File: src/rtl/mbb_pkg.sv
// Shared types and constants for the MSB-first bit buffer.
// Holds field widths, request codes, controller states and the command and
// status structs. Depends on nothing.
`default_nettype none

package mbb_pkg;

    localparam int REQ_W         = 2;
    localparam int WBITS_W       = 8;
    localparam int CNT_W         = 4;
    localparam int LEN_W         = 11;
    localparam int RD_W          = 8;
    localparam int USED_W        = 11;
    localparam int BYTE_W        = 8;
    localparam int BUF_BYTES_DEF = 1024;

    localparam logic [LEN_W-1:0] LEN_RESET = 11'd1024;
    localparam logic [CNT_W-1:0] BITS_PER_BYTE = 4'd8;

    typedef enum logic [REQ_W-1:0] {
        REQ_REWIND = 2'd0,
        REQ_PUT    = 2'd1,
        REQ_GET    = 2'd2,
        REQ_USED   = 2'd3
    } req_t;

    typedef enum logic [1:0] {
        ST_IDLE,
        ST_ACC,
        ST_SECOND,
        ST_HOLD
    } state_t;

    typedef struct packed {
        logic accept;
        logic mem_wr0;
        logic mem_rd1;
        logic mem_wr1;
        logic cap0;
        logic cap1;
        logic load_out;
    } cmd_t;

    typedef struct packed {
        logic op_put;
        logic op_get;
        logic straddle;
        logic out_free;
    } status_t;

endpackage

`default_nettype wire

File: src/rtl/mbb_ctrl.sv
// Controller state machine of the bit buffer: sequences the byte store
// accesses of one request and hands the result to the output register.
// Depends on mbb_pkg.
`default_nettype none

module mbb_ctrl (
    input  wire              clk,
    input  wire              rst_n,
    input  wire              in_valid,
    output logic             in_ready,
    input  mbb_pkg::status_t status,
    output mbb_pkg::cmd_t    cmd
);
    import mbb_pkg::*;

    state_t state_reg;
    state_t state_next;

    always_ff @(posedge clk or negedge rst_n)
    begin
        if (!rst_n)
        begin
            state_reg <= ST_IDLE;
        end
        else
        begin
            state_reg <= state_next;
        end
    end

    always_comb
    begin
        cmd        = '0;
        in_ready   = 1'b0;
        state_next = state_reg;
        unique case (state_reg)
            ST_IDLE:
            begin
                in_ready = 1'b1;
                if (in_valid)
                begin
                    cmd.accept = 1'b1;
                    state_next = ST_ACC;
                end
            end
            ST_ACC:
            begin
                // The first byte has been read; merge a put or take the get bits.
                cmd.cap0    = 1'b1;
                cmd.mem_wr0 = status.op_put;
                if (status.straddle && (status.op_put || status.op_get))
                begin
                    cmd.mem_rd1 = status.op_get;
                    state_next  = ST_SECOND;
                end
                else if (status.out_free)
                begin
                    cmd.load_out = 1'b1;
                    state_next   = ST_IDLE;
                end
                else
                begin
                    state_next = ST_HOLD;
                end
            end
            ST_SECOND:
            begin
                cmd.cap1    = 1'b1;
                cmd.mem_wr1 = status.op_put;
                if (status.out_free)
                begin
                    cmd.load_out = 1'b1;
                    state_next   = ST_IDLE;
                end
                else
                begin
                    state_next = ST_HOLD;
                end
            end
            ST_HOLD:
            begin
                if (status.out_free)
                begin
                    cmd.load_out = 1'b1;
                    state_next   = ST_IDLE;
                end
            end
        endcase
    end

endmodule

`default_nettype wire

File: config.mk
export PLATFORM = sky130hd
export DESIGN_NAME = mbb_ctrl
export DESIGN_NICKNAME = d
export VERILOG_FILES = /design/src/rtl/mbb_pkg.sv /design/src/rtl/mbb_ctrl.sv
export SDC_FILE = /design/constraint.sdc
export NUM_CORES = 1
export LEC_CHECK = 0
export BUFFER_PORTS_ARGS = -buffer_cell sky130_fd_sc_hd__buf_4
export CAP_MARGIN = 10
export CORE_AREA = 2 2 39 41
export DETAILED_ROUTE_END_ITERATION = 8
export DIE_AREA = 0 0 41 43
export PLACE_DENSITY = 0.33
export SETUP_SLACK_MARGIN = 0.2
export SLEW_MARGIN = 20
export SYNTH_ARGS = -nofsm -noshare
export SYNTH_HDL_FRONTEND = slang
export SYNTH_SLANG_ARGS = --single-unit
File: constraint.sdc
create_clock -name clk -period 1.3 [get_ports clk]
set_clock_uncertainty 0.2 [all_clocks]
set_input_delay 0.26 -clock clk [delete_from_list [all_inputs] [get_ports clk]]
set_output_delay 0.26 -clock clk [all_outputs]
set_load 0.01 [all_outputs]
==> key figures, run 1 <==
Hold path
  • Hold Crit Class: in -> reg
  • WHS Path Cells: 2
  • Hold Startpoint: status[0]
  • Hold worst-path end: state_reg[0]

Critical path
  • Cell family with most CP delay: flip-flops
  • Critical Path RT: 0.84 ns
  • Buffers & Inverters on Critical Path: 1
  • Slack of the worst reg-to-reg path: 0.07 ns
  • WS Path Type: reg -> out
  • Startpoint Class: flop
  • RR Endpoint: state_reg[0]
  • Worst path max stage delay: 0.42 ns
  • Crit. End Element: primary output
  • RR Startpoint: state_reg[1]
  • Worst-path cell chain: nor2b_4 -> and3_4 -> buf_6
  • CP arrival: 1.09 ns
  • CP max FO: 4
  • Reg2Reg Depth: 4
  • Critical-path top delay cell: dfrtp_2

Routing
  • Drt wl/cell: 9.31 µm
  • Routed wire length: 484 µm
  • Antenna Nets Post-Route: 0
  • Via Count: 201
  • DR vias/cell: 3.87
  • Drt pass-1 iters: 3
  • 1st-iter DRT viols: 2
  • DRC Markers: 0

Clock tree
  • Later-pin clock latency in the skew report: 0.23 ns
  • CTS sink cnt: 2
  • Num CTS Buffers: 3
  • Depth of the CTS H-tree: 1
  • Worst-path clk slew: 0.03 ns
  • Root buffer cell: clkbuf_4
  • Max Root-Sink Buffers: 2
  • CTS tree: yes

Yosys
  • Number of synthesized register bits: 2
  • Synthesized area per cell: 8.84 µm²
  • Post-synthesis sequential area ratio: 0.377
  • Yosys warns: 0
  • Yosys cell types: 12
  • Post-Synthesis Cells: 15
  • Area of the mapped netlist: 133 µm²
  • Syn_nets: 22

GRT
  • GR met2 Demand/Resource: 0.100
  • Initial antenna violation count: 0
  • GR peak layer: met2
  • Grt ovf: 0
  • First-pass GRT wire length: 717 µm
  • Largest net degree at the start of global routing: 6
  • Met3 usage: 0.0366
  • GRT Total Usage: 0.0703
  • Vias in the first global route: 183
  • M1 GR Usage: 0.0611

Placed design
  • GP Congestion: 0.628
  • Buffers on Ports: 14
  • Place WS: -0.149 ns

Die
  • IO Pins: 15
  • Die extent in y: 43 µm
  • DIE WIDTH: 41 µm
  • Placement row count: 14
  • Die area: 1760 µm²
  • Core ar.: 1380 µm²
  • Effective utilization at floorplan: 0.0958

Power and ir drop
  • Sequential fraction of design power: 0.213
  • Internal cell power: 403 µW
  • Power per cell area: 1590 nW/µm²
  • Switching Share: 0.317
  • Leak: 0.178 nW
  • Worst vdd ir: 0.000605 V
  • Gate power share: 0.553
  • Clock share of power: 0.234
  • Net Sw Power: 187 µW

STA
  • Setup_tns: -1.69 ns
  • Fin crit period: 1.55 ns
  • Max Clock Freq: 643 MHz
  • Final Slew Violations: 0
  • Final WS setup: -0.254 ns
  • Worst Max-Slew Pin Slew: 0.270 ns
  • Final Hold Fails: 0
  • RSZ-0062 raised after global routing: yes
  • Final Cycle Share: 1.20
  • Slew HR: 0.818
  • # setup viols final: 8

Flow run
  • Max Cap Viol: 0

Layout
  • Layout cells sized above 1: 0.778
  • Number of diodes: 0
  • Fin nets: 45
  • Area grow syn2layout: 179%
  • Max reg flops: 2
  • Fillers: 150

Outcome
  • Failing checks: negative setup slack
  • Status: finished with violations
## power by group through the flow
| stage | combinational (mW) | sequential (mW) | clock (mW) |
|---|---|---|---|
| global placement | 0.236 | 0.126 | 0 |
| floorplan | 0.129 | 0.120 | 0 |
| CTS | 0.320 | 0.126 | 0.147 |
| global route | 0.354 | 0.130 | 0.158 |
| detailed placement | 0.237 | 0.126 | 0 |
| finish | 0.327 | 0.126 | 0.138 |
## worst max path at each step
| stage | from | endpoint | cells after the start |
|---|---|---|---|
| floorplan | state_reg[0] | cmd[4] | 2 |
| global placement | status[2] | cmd[0] | 5 |
| detailed placement | status[2] | cmd[0] | 5 |
| CTS | state_reg[0] | cmd[4] | 3 |
| global route | state_reg[0] | cmd[4] | 3 |
| finish | state_reg[0] | cmd[4] | 3 |
## cell families (layout without fill, tap and decap cells)
family | after synthesis | after routing | synth area share
buf+inv | 0 | 21 | 0
flops | 2 | 2 | 0.377
compound gates | 4 | 4 | 0.170
simple gates | 9 | 9 | 0.453
## final cells by class
cell class	count	area, µm²	area share
clock buffer	3	22.5	0.0608
timing repair buffer	18	168	0.453
sequential	2	52.6	0.142
tap	16	20.0	0.0541
multi-input combinational	13	108	0.291
## synth_stat cells
cell type  number  area (µm²)
dfrtp_1         2        50.1
o21bai_1        1        7.51
and2b_1         1        7.51
a21oi_1         1        5.00
nor2_1          1        3.75
and2_1          2        12.5
nor2b_1         1        6.26
o21ai_0         2        10.0
nor2_2          1        6.26
and3_1          1        6.26
and2_4          1        8.76
nor2b_2         1        8.76
## layer usage
metal  wire (µm)  vias to the layer above  share of wire
li1            -                       93              -
met1         173                       89           0.36
met2         234                       17           0.48
met3          66                        2           0.14
met4           9                        0          0.019
met5           0                        -              0
## stage by stage
stage	utilization	hold WS (ns)	power, mW	instance area, µm²	cells
floorplan	-	-0.236	0.250	158	15
global placement	0.204	-0.158	0.363	283	45
detailed placement	0.204	-0.156	0.362	283	45
CTS	0.262	0.0108	0.593	363	51
global route	0.268	0.0192	0.642	370	52
finish	0.268	0.0201	0.591	370	52
## what timing repair did
action | CTS | global route
gates resized for setup | 10 | 0
setup buffers | 2 | 1
hold buffers | 1 | 0
endpoints found under the setup margin | 10 | 10
endpoints found under the hold margin | 2 | 0
pin swaps | 4 | 2
## cell usage in the layout, fill, tap and decap left out, drive strengths merged
cell type    instances
clkbuf               3
nor2                 2
a21oi                1
buf                 17
nor2b                2
o21ai                2
and2b                1
dfrtp                2
dlygate4sd3          1
o21bai               1
and2                 3
and3                 1
Power figures use the tool's default switching activity.
==> run 2: changes to the inputs <==
--- a/config.mk
+++ b/config.mk
@@ -7,10 +7,12 @@
 export LEC_CHECK = 0
 export BUFFER_PORTS_ARGS = -buffer_cell sky130_fd_sc_hd__buf_4
 export CAP_MARGIN = 10
+export CELL_PAD_IN_SITES_DETAIL_PLACEMENT = 0
+export CELL_PAD_IN_SITES_GLOBAL_PLACEMENT = 1
 export CORE_AREA = 2 2 39 41
 export DETAILED_ROUTE_END_ITERATION = 8
 export DIE_AREA = 0 0 41 43
-export PLACE_DENSITY = 0.33
+export PLACE_DENSITY = 0.44
 export SETUP_SLACK_MARGIN = 0.2
 export SLEW_MARGIN = 20
 export SYNTH_ARGS = -nofsm -noshare
==> run 2 against run 1 <==
Register-to-register slack worse by 0.05 ns. Highest routed layer unchanged. The run still ends with negative setup slack left. Sequential power about the same. Maximum frequency about the same. Setup slack got worse by 0.0014 ns.
==> key figures, run 2 (synthesis gave the netlist of run 1 again) <==
Critical path
  • Slack of the worst reg-to-reg path: 0.02 ns (-0.05 ns)
  • Worst path max stage delay: 0.42 ns (about the same)
  • RR Endpoint: state_reg[1]
  • WS Path Type: reg -> out
  • Worst-path cell chain: nor2b_4 -> and3_4 -> buf_6
  • Critical Path RT: 0.84 ns (about the same)
  • Startpoint Class: flop
  • Crit. End Element: primary output
  • Critical-path top delay cell: dfrtp_2
  • CP max FO: 4 (unchanged)
  • RR Startpoint: state_reg[0]
  • Reg2Reg Depth: 4 (unchanged)
  • CP arrival: 1.10 ns (about the same)

Layout
  • Commonest non-fill, non-tap cells in the layout: buf_6, buf_4, clkbuf_4
  • Number of diodes: 0 (unchanged)
  • Commonest non-fill, non-tap cell in the layout: buf_6
  • Fillers: 149 (-0.67%)
  • Fin nets: 47 (+4.4%)
  • Max reg flops: 2 (unchanged)
  • Core Util, Final: 0.284 (+0.0163)
  • Area grow syn2layout: 196%
  • Layout cells sized above 1: 0.789 (+0.0117)

Clock tree
  • CTS tree: yes
  • Max Root-Sink Buffers: 2 (unchanged)
  • Root buffer cell: clkbuf_4
  • Num CTS Buffers: 3 (unchanged)
  • Worst-path clk slew: 0.03 ns (about the same)
  • Depth of the CTS H-tree: 1 (unchanged)
  • Later-pin clock latency in the skew report: 0.23 ns (about the same)
  • CTS sink cnt: 2 (unchanged)

STA
  • Final WS setup: -0.255 ns (-0.00143 ns)
  • RSZ-0062 raised after global routing: yes
  • Worst Max-Slew Pin Slew: 0.263 ns (-0.00637 ns)
  • Slew HR: 0.823 (+0.00429)
  • Fin crit period: 1.56 ns (+0.00143 ns)
  • Final Cycle Share: 1.20 (about the same)
  • # setup viols final: 8 (unchanged)
  • Max Clock Freq: 643 MHz (about the same)
  • Hold slack: 0.0186 ns (-0.00155 ns)
  • Final Slew Violations: 0 (unchanged)
  • Final Hold Fails: 0 (unchanged)

Hold path
  • Hold Startpoint: status[0]
  • WHS Path Cells: 2 (unchanged)
  • Hold worst-path end: state_reg[0]
  • Hold Crit Class: in -> reg

Die
  • IO Pins: 15 (unchanged)
  • Die extent in y: 43 µm (unchanged)
  • Placement row count: 14 (unchanged)
  • Core ar.: 1380 µm² (unchanged)
  • Effective utilization at floorplan: 0.0958 (unchanged)
  • Die area: 1760 µm² (unchanged)
  • DIE WIDTH: 41 µm (unchanged)

Routing
  • Routed wire length: 480 µm (-0.83%)
  • Drt wl/cell: 8.89 µm (-4.5%)
  • 1st-iter DRT viols: 2 (unchanged)
  • Drt pass-1 iters: 2 (-1)
  • Via Count: 197 (-2.0%)
  • Antenna Nets Post-Route: 0 (unchanged)
  • DR vias/cell: 3.65 (-5.6%)
  • DRC Markers: 0 (unchanged)

GRT
  • GRT Total Usage: 0.0673 (-0.00301)
  • Initial antenna violation count: 0 (unchanged)
  • Vias in the first global route: 189 (+3.3%)
  • Grt ovf: 0 (unchanged)
  • First-pass GRT wire length: 703 µm (-2.0%)
  • Largest net degree at the start of global routing: 6 (unchanged)

Flow run
  • Max Cap Viol: 0 (unchanged)

Outcome
  • Status: finished with violations
  • Failing checks: negative setup slack

Power and ir drop
  • Power per cell area: 1610 nW/µm² (+0.86%)
  • Leak: 0.190 nW (+6.7%)
  • Worst vdd ir: 0.000589 V (-2.6%)

Placed design
  • Buffers on Ports: 14 (unchanged)
  • GP Congestion: 0.647 (+2.9%)
[run 2: changes by cell type in the layout (fill, tap and decap cells not counted)]
| cell | delta |
|---|---|
| buf_6 | +2 |
[run 2: critical path, delay by kind of cell (launching register included)]
| family | cells | cell delay (ns) |
|---|---|---|
| buffers and inverters | 1 | 0.09 |
| and+or+nand+nor | 2 | 0.36 |
| DFF | 1 | 0.42 |
[run 2: worst max path at each step]
stage	slack, ns	from	endpoint
3_3_place_gp	-0.15	status[2]	cmd[0]
2_1_floorplan	0.05	state_reg[0]	cmd[4]
4_1_cts	-0.27	state_reg[0]	cmd[4]
5_1_grt	-0.31	state_reg[0]	cmd[6]
3_5_place_dp	-0.15	status[2]	cmd[0]
6_report	-0.26	state_reg[0]	cmd[4]
[run 2: cell type report]
class | count | area, µm² | area share
clock buffer | 3 | 22.5 | 0.0573
multi-input combinational | 13 | 108 | 0.274
sequential | 2 | 52.6 | 0.134
tap | 16 | 20.0 | 0.0510
timing repair buffer | 20 | 190 | 0.484
[run 2: power by group]
group	internal [mW]	switching (mW)
sequential	0.0849	0.0419
combinational	0.248	0.118
clock	0.102	0.0363
total	0.435	0.197
[run 2: per-stage QoR]
stage	total power, mW	area [µm²]	worst slack [ns]	instances	setup TNS, ns
floorplan	0.250	158	0.0470	15	0
global placement	0.363	283	-0.147	45	-0.219
detailed placement	0.364	283	-0.151	45	-0.244
CTS	0.620	382	-0.271	53	-1.84
global route	0.686	393	-0.306	54	-2.13
finish	0.632	393	-0.255	54	-1.74
[run 2: metal layers]
| layer | share of wire | wire (µm) | track usage |
|---|---|---|---|
| met1 | 0.33 | 156 | 0.0547 |
| met2 | 0.48 | 230 | 0.0938 |
| met3 | 0.17 | 83 | 0.0419 |
| met4 | 0.019 | 9 | 0.0800 |
| met5 | 0 | 0 | 0 |
[run 2: what timing repair did]
item	in CTS	in global routing
pin swaps	3	2
resized for setup	11	1
hold buffers	1	0
endpoints found under the setup margin	10	10
endpoints found under the hold margin	2	0
setup buffers	4	1
==> run 3: changes to the inputs <==
--- a/config.mk
+++ b/config.mk
@@ -5,6 +5,7 @@
 export SDC_FILE = /design/constraint.sdc
 export NUM_CORES = 1
 export LEC_CHECK = 0
+export ABC_AREA = 1
 export BUFFER_PORTS_ARGS = -buffer_cell sky130_fd_sc_hd__buf_4
 export CAP_MARGIN = 10
 export CELL_PAD_IN_SITES_DETAIL_PLACEMENT = 0
@@ -12,7 +13,7 @@
 export CORE_AREA = 2 2 39 41
 export DETAILED_ROUTE_END_ITERATION = 8
 export DIE_AREA = 0 0 41 43
-export PLACE_DENSITY = 0.44
+export PLACE_DENSITY = 0.5
 export SETUP_SLACK_MARGIN = 0.2
 export SLEW_MARGIN = 20
 export SYNTH_ARGS = -nofsm -noshare
==> constraint.sdc (replaced) <==
create_clock -name clk -period 1.9 [get_ports clk]
set_clock_uncertainty 0.2 [all_clocks]
set_input_delay 0.38 -clock clk [delete_from_list [all_inputs] [get_ports clk]]
set_output_delay 0.38 -clock clk [all_outputs]
set_load 0.01 [all_outputs]
==> run 3 against run 2 <==
The flow now finishes without violations. First-iteration DRC count is 50% lower. Worst hold slack better by 0.16 ns. Sequential share of layout area stayed put. Setup slack better by 0.47 ns.
==> key figures, run 3 <==
Yosys
  • Yosys warns: 0 (unchanged)
  • Number of synthesized register bits: 2 (unchanged)
  • Synthesized area per cell: 5.99 µm² (-32%)
  • Yosys top cell area share: 0.299 (-0.0789)
  • Asr flop ratio synth: 1.00 (unchanged)
  • Yosys top cell by area: dfrtp_1
  • Post-synth EDFFs: 0 (unchanged)
  • Predominant post-synthesis flop cell: dfrtp_1
  • Post-synth top cells: nand2_1, nor2_1, inv_1
  • Most frequent cell after synthesis: nand2_1
  • Yosys cell types: 11 (-1)
  • Ranking of synthesized cells by area: dfrtp_1, nand2_1, nor2_1
  • Area of the mapped netlist: 168 µm² (+26%)
  • Syn_nets: 35 (+59%)
  • Post-Synthesis Cells: 28 (+13)
  • Post-synthesis sequential area ratio: 0.299 (-0.0789)

Power and ir drop
  • Leak: 0.214 nW (+12%)
  • Switching Share: 0.398 (+0.0872)
  • Gate power share: 0.618 (+0.037)
  • Final Power: 514 µW (-19%)
  • Clock share of power: 0.179 (-0.040)
  • Worst vdd ir: 0.000522 V (-11%)
  • Power per cell area: 1310 nW/µm² (-19%)
  • Internal cell power: 309 µW (-29%)
  • Sequential fraction of design power: 0.203 (+0.002)
  • Net Sw Power: 205 µW (+4.1%)

Layout
  • Area grow syn2layout: 134%
  • Fin nets: 63 (+34%)
  • Area of the multi-input gates: 108 µm² (unchanged)
  • Commonest non-fill, non-tap cell in the layout: buf_4
  • Number of diodes: 0 (unchanged)
  • Max reg flops: 2 (unchanged)
  • Post-Layout Inst Area: 393 µm² (unchanged)
  • Layout cells sized above 1: 0.574 (-0.215)
  • Fillers: 162 (+8.7%)
  • Commonest non-fill, non-tap cells in the layout: buf_4, nand2_1, nor2_1
  • Sequential cell area: 52.6 µm² (unchanged)
  • Non-Filler Instances: 70 (+30%)

Critical path
  • Buffers & Inverters on Critical Path: 2 (+1)
  • Critical-path top delay cell: dfrtp_2
  • Startpoint Class: flop
  • Crit. End Element: primary output
  • CP arrival: 1.11 ns (about the same)
  • Worst path max stage delay: 0.41 ns (about the same)
  • Cell family with most CP delay: flip-flops
  • WS Path Type: reg -> out
  • Critical Path RT: 1.32 ns (+0.48 ns)
  • Worst-path cell chain: inv_2 -> o211ai_1 -> nand2_1 -> nor2_1 -> buf_4
  • CP max FO: 4 (unchanged)

GRT
  • Initial antenna violation count: 0 (unchanged)
  • First-pass GRT wire length: 966 µm (+37%)
  • Grt ovf: 0 (unchanged)
  • Largest net degree at the start of global routing: 8 (+2)
  • GRT Total Usage: 0.0853 (+0.0180)
  • Vias in the first global route: 249 (+32%)

Routing
  • Antenna Nets Post-Route: 0 (unchanged)
  • Drt wl/cell: 8.89 µm (about the same)
  • Via Count: 254 (+29%)
  • Routed wire length: 622 µm (+30%)
  • DRC Markers: 0 (unchanged)
  • DR vias/cell: 3.63 (-0.54%)
  • 1st-iter DRT viols: 1 (-1)
  • Drt pass-1 iters: 3 (+1)

STA
  • Final Cycle Share: 0.890
  • Worst Max-Slew Pin Slew: 0.238 ns (-0.0256 ns)
  • # setup viols final: 0 (-8)
  • Slew HR: 0.841 (+0.0182)
  • Final Slew Violations: 0 (unchanged)
  • Final Hold Fails: 0 (unchanged)
  • Final WS setup: 0.210 ns (+0.465 ns)
  • Max Clock Freq: 592 MHz
  • Fin crit period: 1.69 ns
  • RSZ-0062 raised after global routing: yes
  • Setup_tns: 0 ns (+1.74 ns)

Die
  • Effective utilization at floorplan: 0.121 (+0.0253)
  • DIE WIDTH: 41 µm (unchanged)
  • Core ar.: 1380 µm² (unchanged)
  • Placement row count: 14 (unchanged)
  • Die area: 1760 µm² (unchanged)
  • IO Pins: 15 (unchanged)
  • Die extent in y: 43 µm (unchanged)

Placed design
  • Hpwl dp: 410 µm
  • GP Congestion: 0.630 (-2.6%)
  • Place WS: 0.303 ns (+0.453 ns)
  • Cell count after placement: 58 (+29%)
  • DP Area: 293 µm² (+3.5%)
  • Buffers on Ports: 14 (unchanged)

Clock tree
  • Root buffer cell: clkbuf_4
  • Later-pin clock latency in the skew report: 0.22 ns (about the same)
  • CTS sink cnt: 2 (unchanged)
  • Depth of the CTS H-tree: 1 (unchanged)
  • Num CTS Buffers: 3 (unchanged)
  • Worst-path clk slew: 0.03 ns (about the same)
  • Max Root-Sink Buffers: 2 (unchanged)
  • CTS tree: yes

Outcome
  • Status: finished, final reports clean

Flow run
  • Max Cap Viol: 0 (unchanged)

Hold path
  • Hold Crit Class: in -> reg
[run 3: cell type report]
type / instances / share of cell area
multi-input cells: 22 / 0.274
clock buffers: 3 / 0.0573
flip-flops and latches: 2 / 0.134
repair buffers: 23 / 0.446
well taps: 16 / 0.0510
inverters: 4 / 0.0382
[run 3: worst register-to-register path: cells and delay by family, from the launching register on]
kind / cells / cell delay (ns)
compound gates: 2 / 0.26
buf+inv: 5 / 0.61
flops: 1 / 0.41
[run 3: routing by layer]
| metal | track usage | share of wire |
|---|---|---|
| met5 | 0 | 0 |
| met1 | 0.0994 | 0.46 |
| met3 | 0.0314 | 0.058 |
| met4 | 0.0600 | 0 |
| met2 | 0.122 | 0.48 |
[run 3: logic make-up after synthesis]
| group | after synthesis | synth area share |
|---|---|---|
| flip-flops | 2 | 0.299 |
| AND/OR/NAND/NOR | 19 | 0.508 |
| AO/OA/AOI/OAI | 3 | 0.104 |
| buffers and inverters | 4 | 0.0895 |
[run 3: repair_timing]
action,4_1_cts,5_1_grt
pin swaps,1,1
gates cloned,0,0
hold buffers,1,0
endpoints found under the setup margin,3,5
resized for setup,3,1
endpoints found under the hold margin,2,0
setup buffers,6,2
[run 3: worst paths after layout]
kind | start | end | slack [ns] | cells after the start
hold / removal | status[0] | state_reg[1] | 0.18 | 2
setup reg to reg | state_reg[1] | state_reg[1] | 0.34 | 7
hold reg to reg | state_reg[0] | state_reg[0] | 0.44 | 2
max in group asynchronous | rst_n | state_reg[0] | 1.12 | 2
min in group asynchronous | rst_n | state_reg[1] | 0.28 | 2
setup / recovery | state_reg[1] | cmd[0] | 0.21 | 5
[run 3: stage by stage]
stage / utilization / hold slack, ns
2_1_floorplan: - / -0.116
3_3_place_gp: 0.212 / -0.0358
3_5_place_dp: 0.212 / -0.0350
4_1_cts: 0.272 / 0.175
5_1_grt: 0.284 / 0.186
6_report: 0.284 / 0.182
[run 3: power by group through the flow]
| stage | Sequential [mW] | Clock (mW) | Combinational (mW) |
|---|---|---|---|
| 2_1_floorplan | 0.0891 | 0 | 0.127 |
| 3_3_place_gp | 0.0991 | 0 | 0.238 |
| 3_5_place_dp | 0.0998 | 0 | 0.237 |
| 4_1_cts | 0.109 | 0.0976 | 0.287 |
| 5_1_grt | 0.109 | 0.0998 | 0.350 |
| 6_report | 0.104 | 0.0921 | 0.317 |
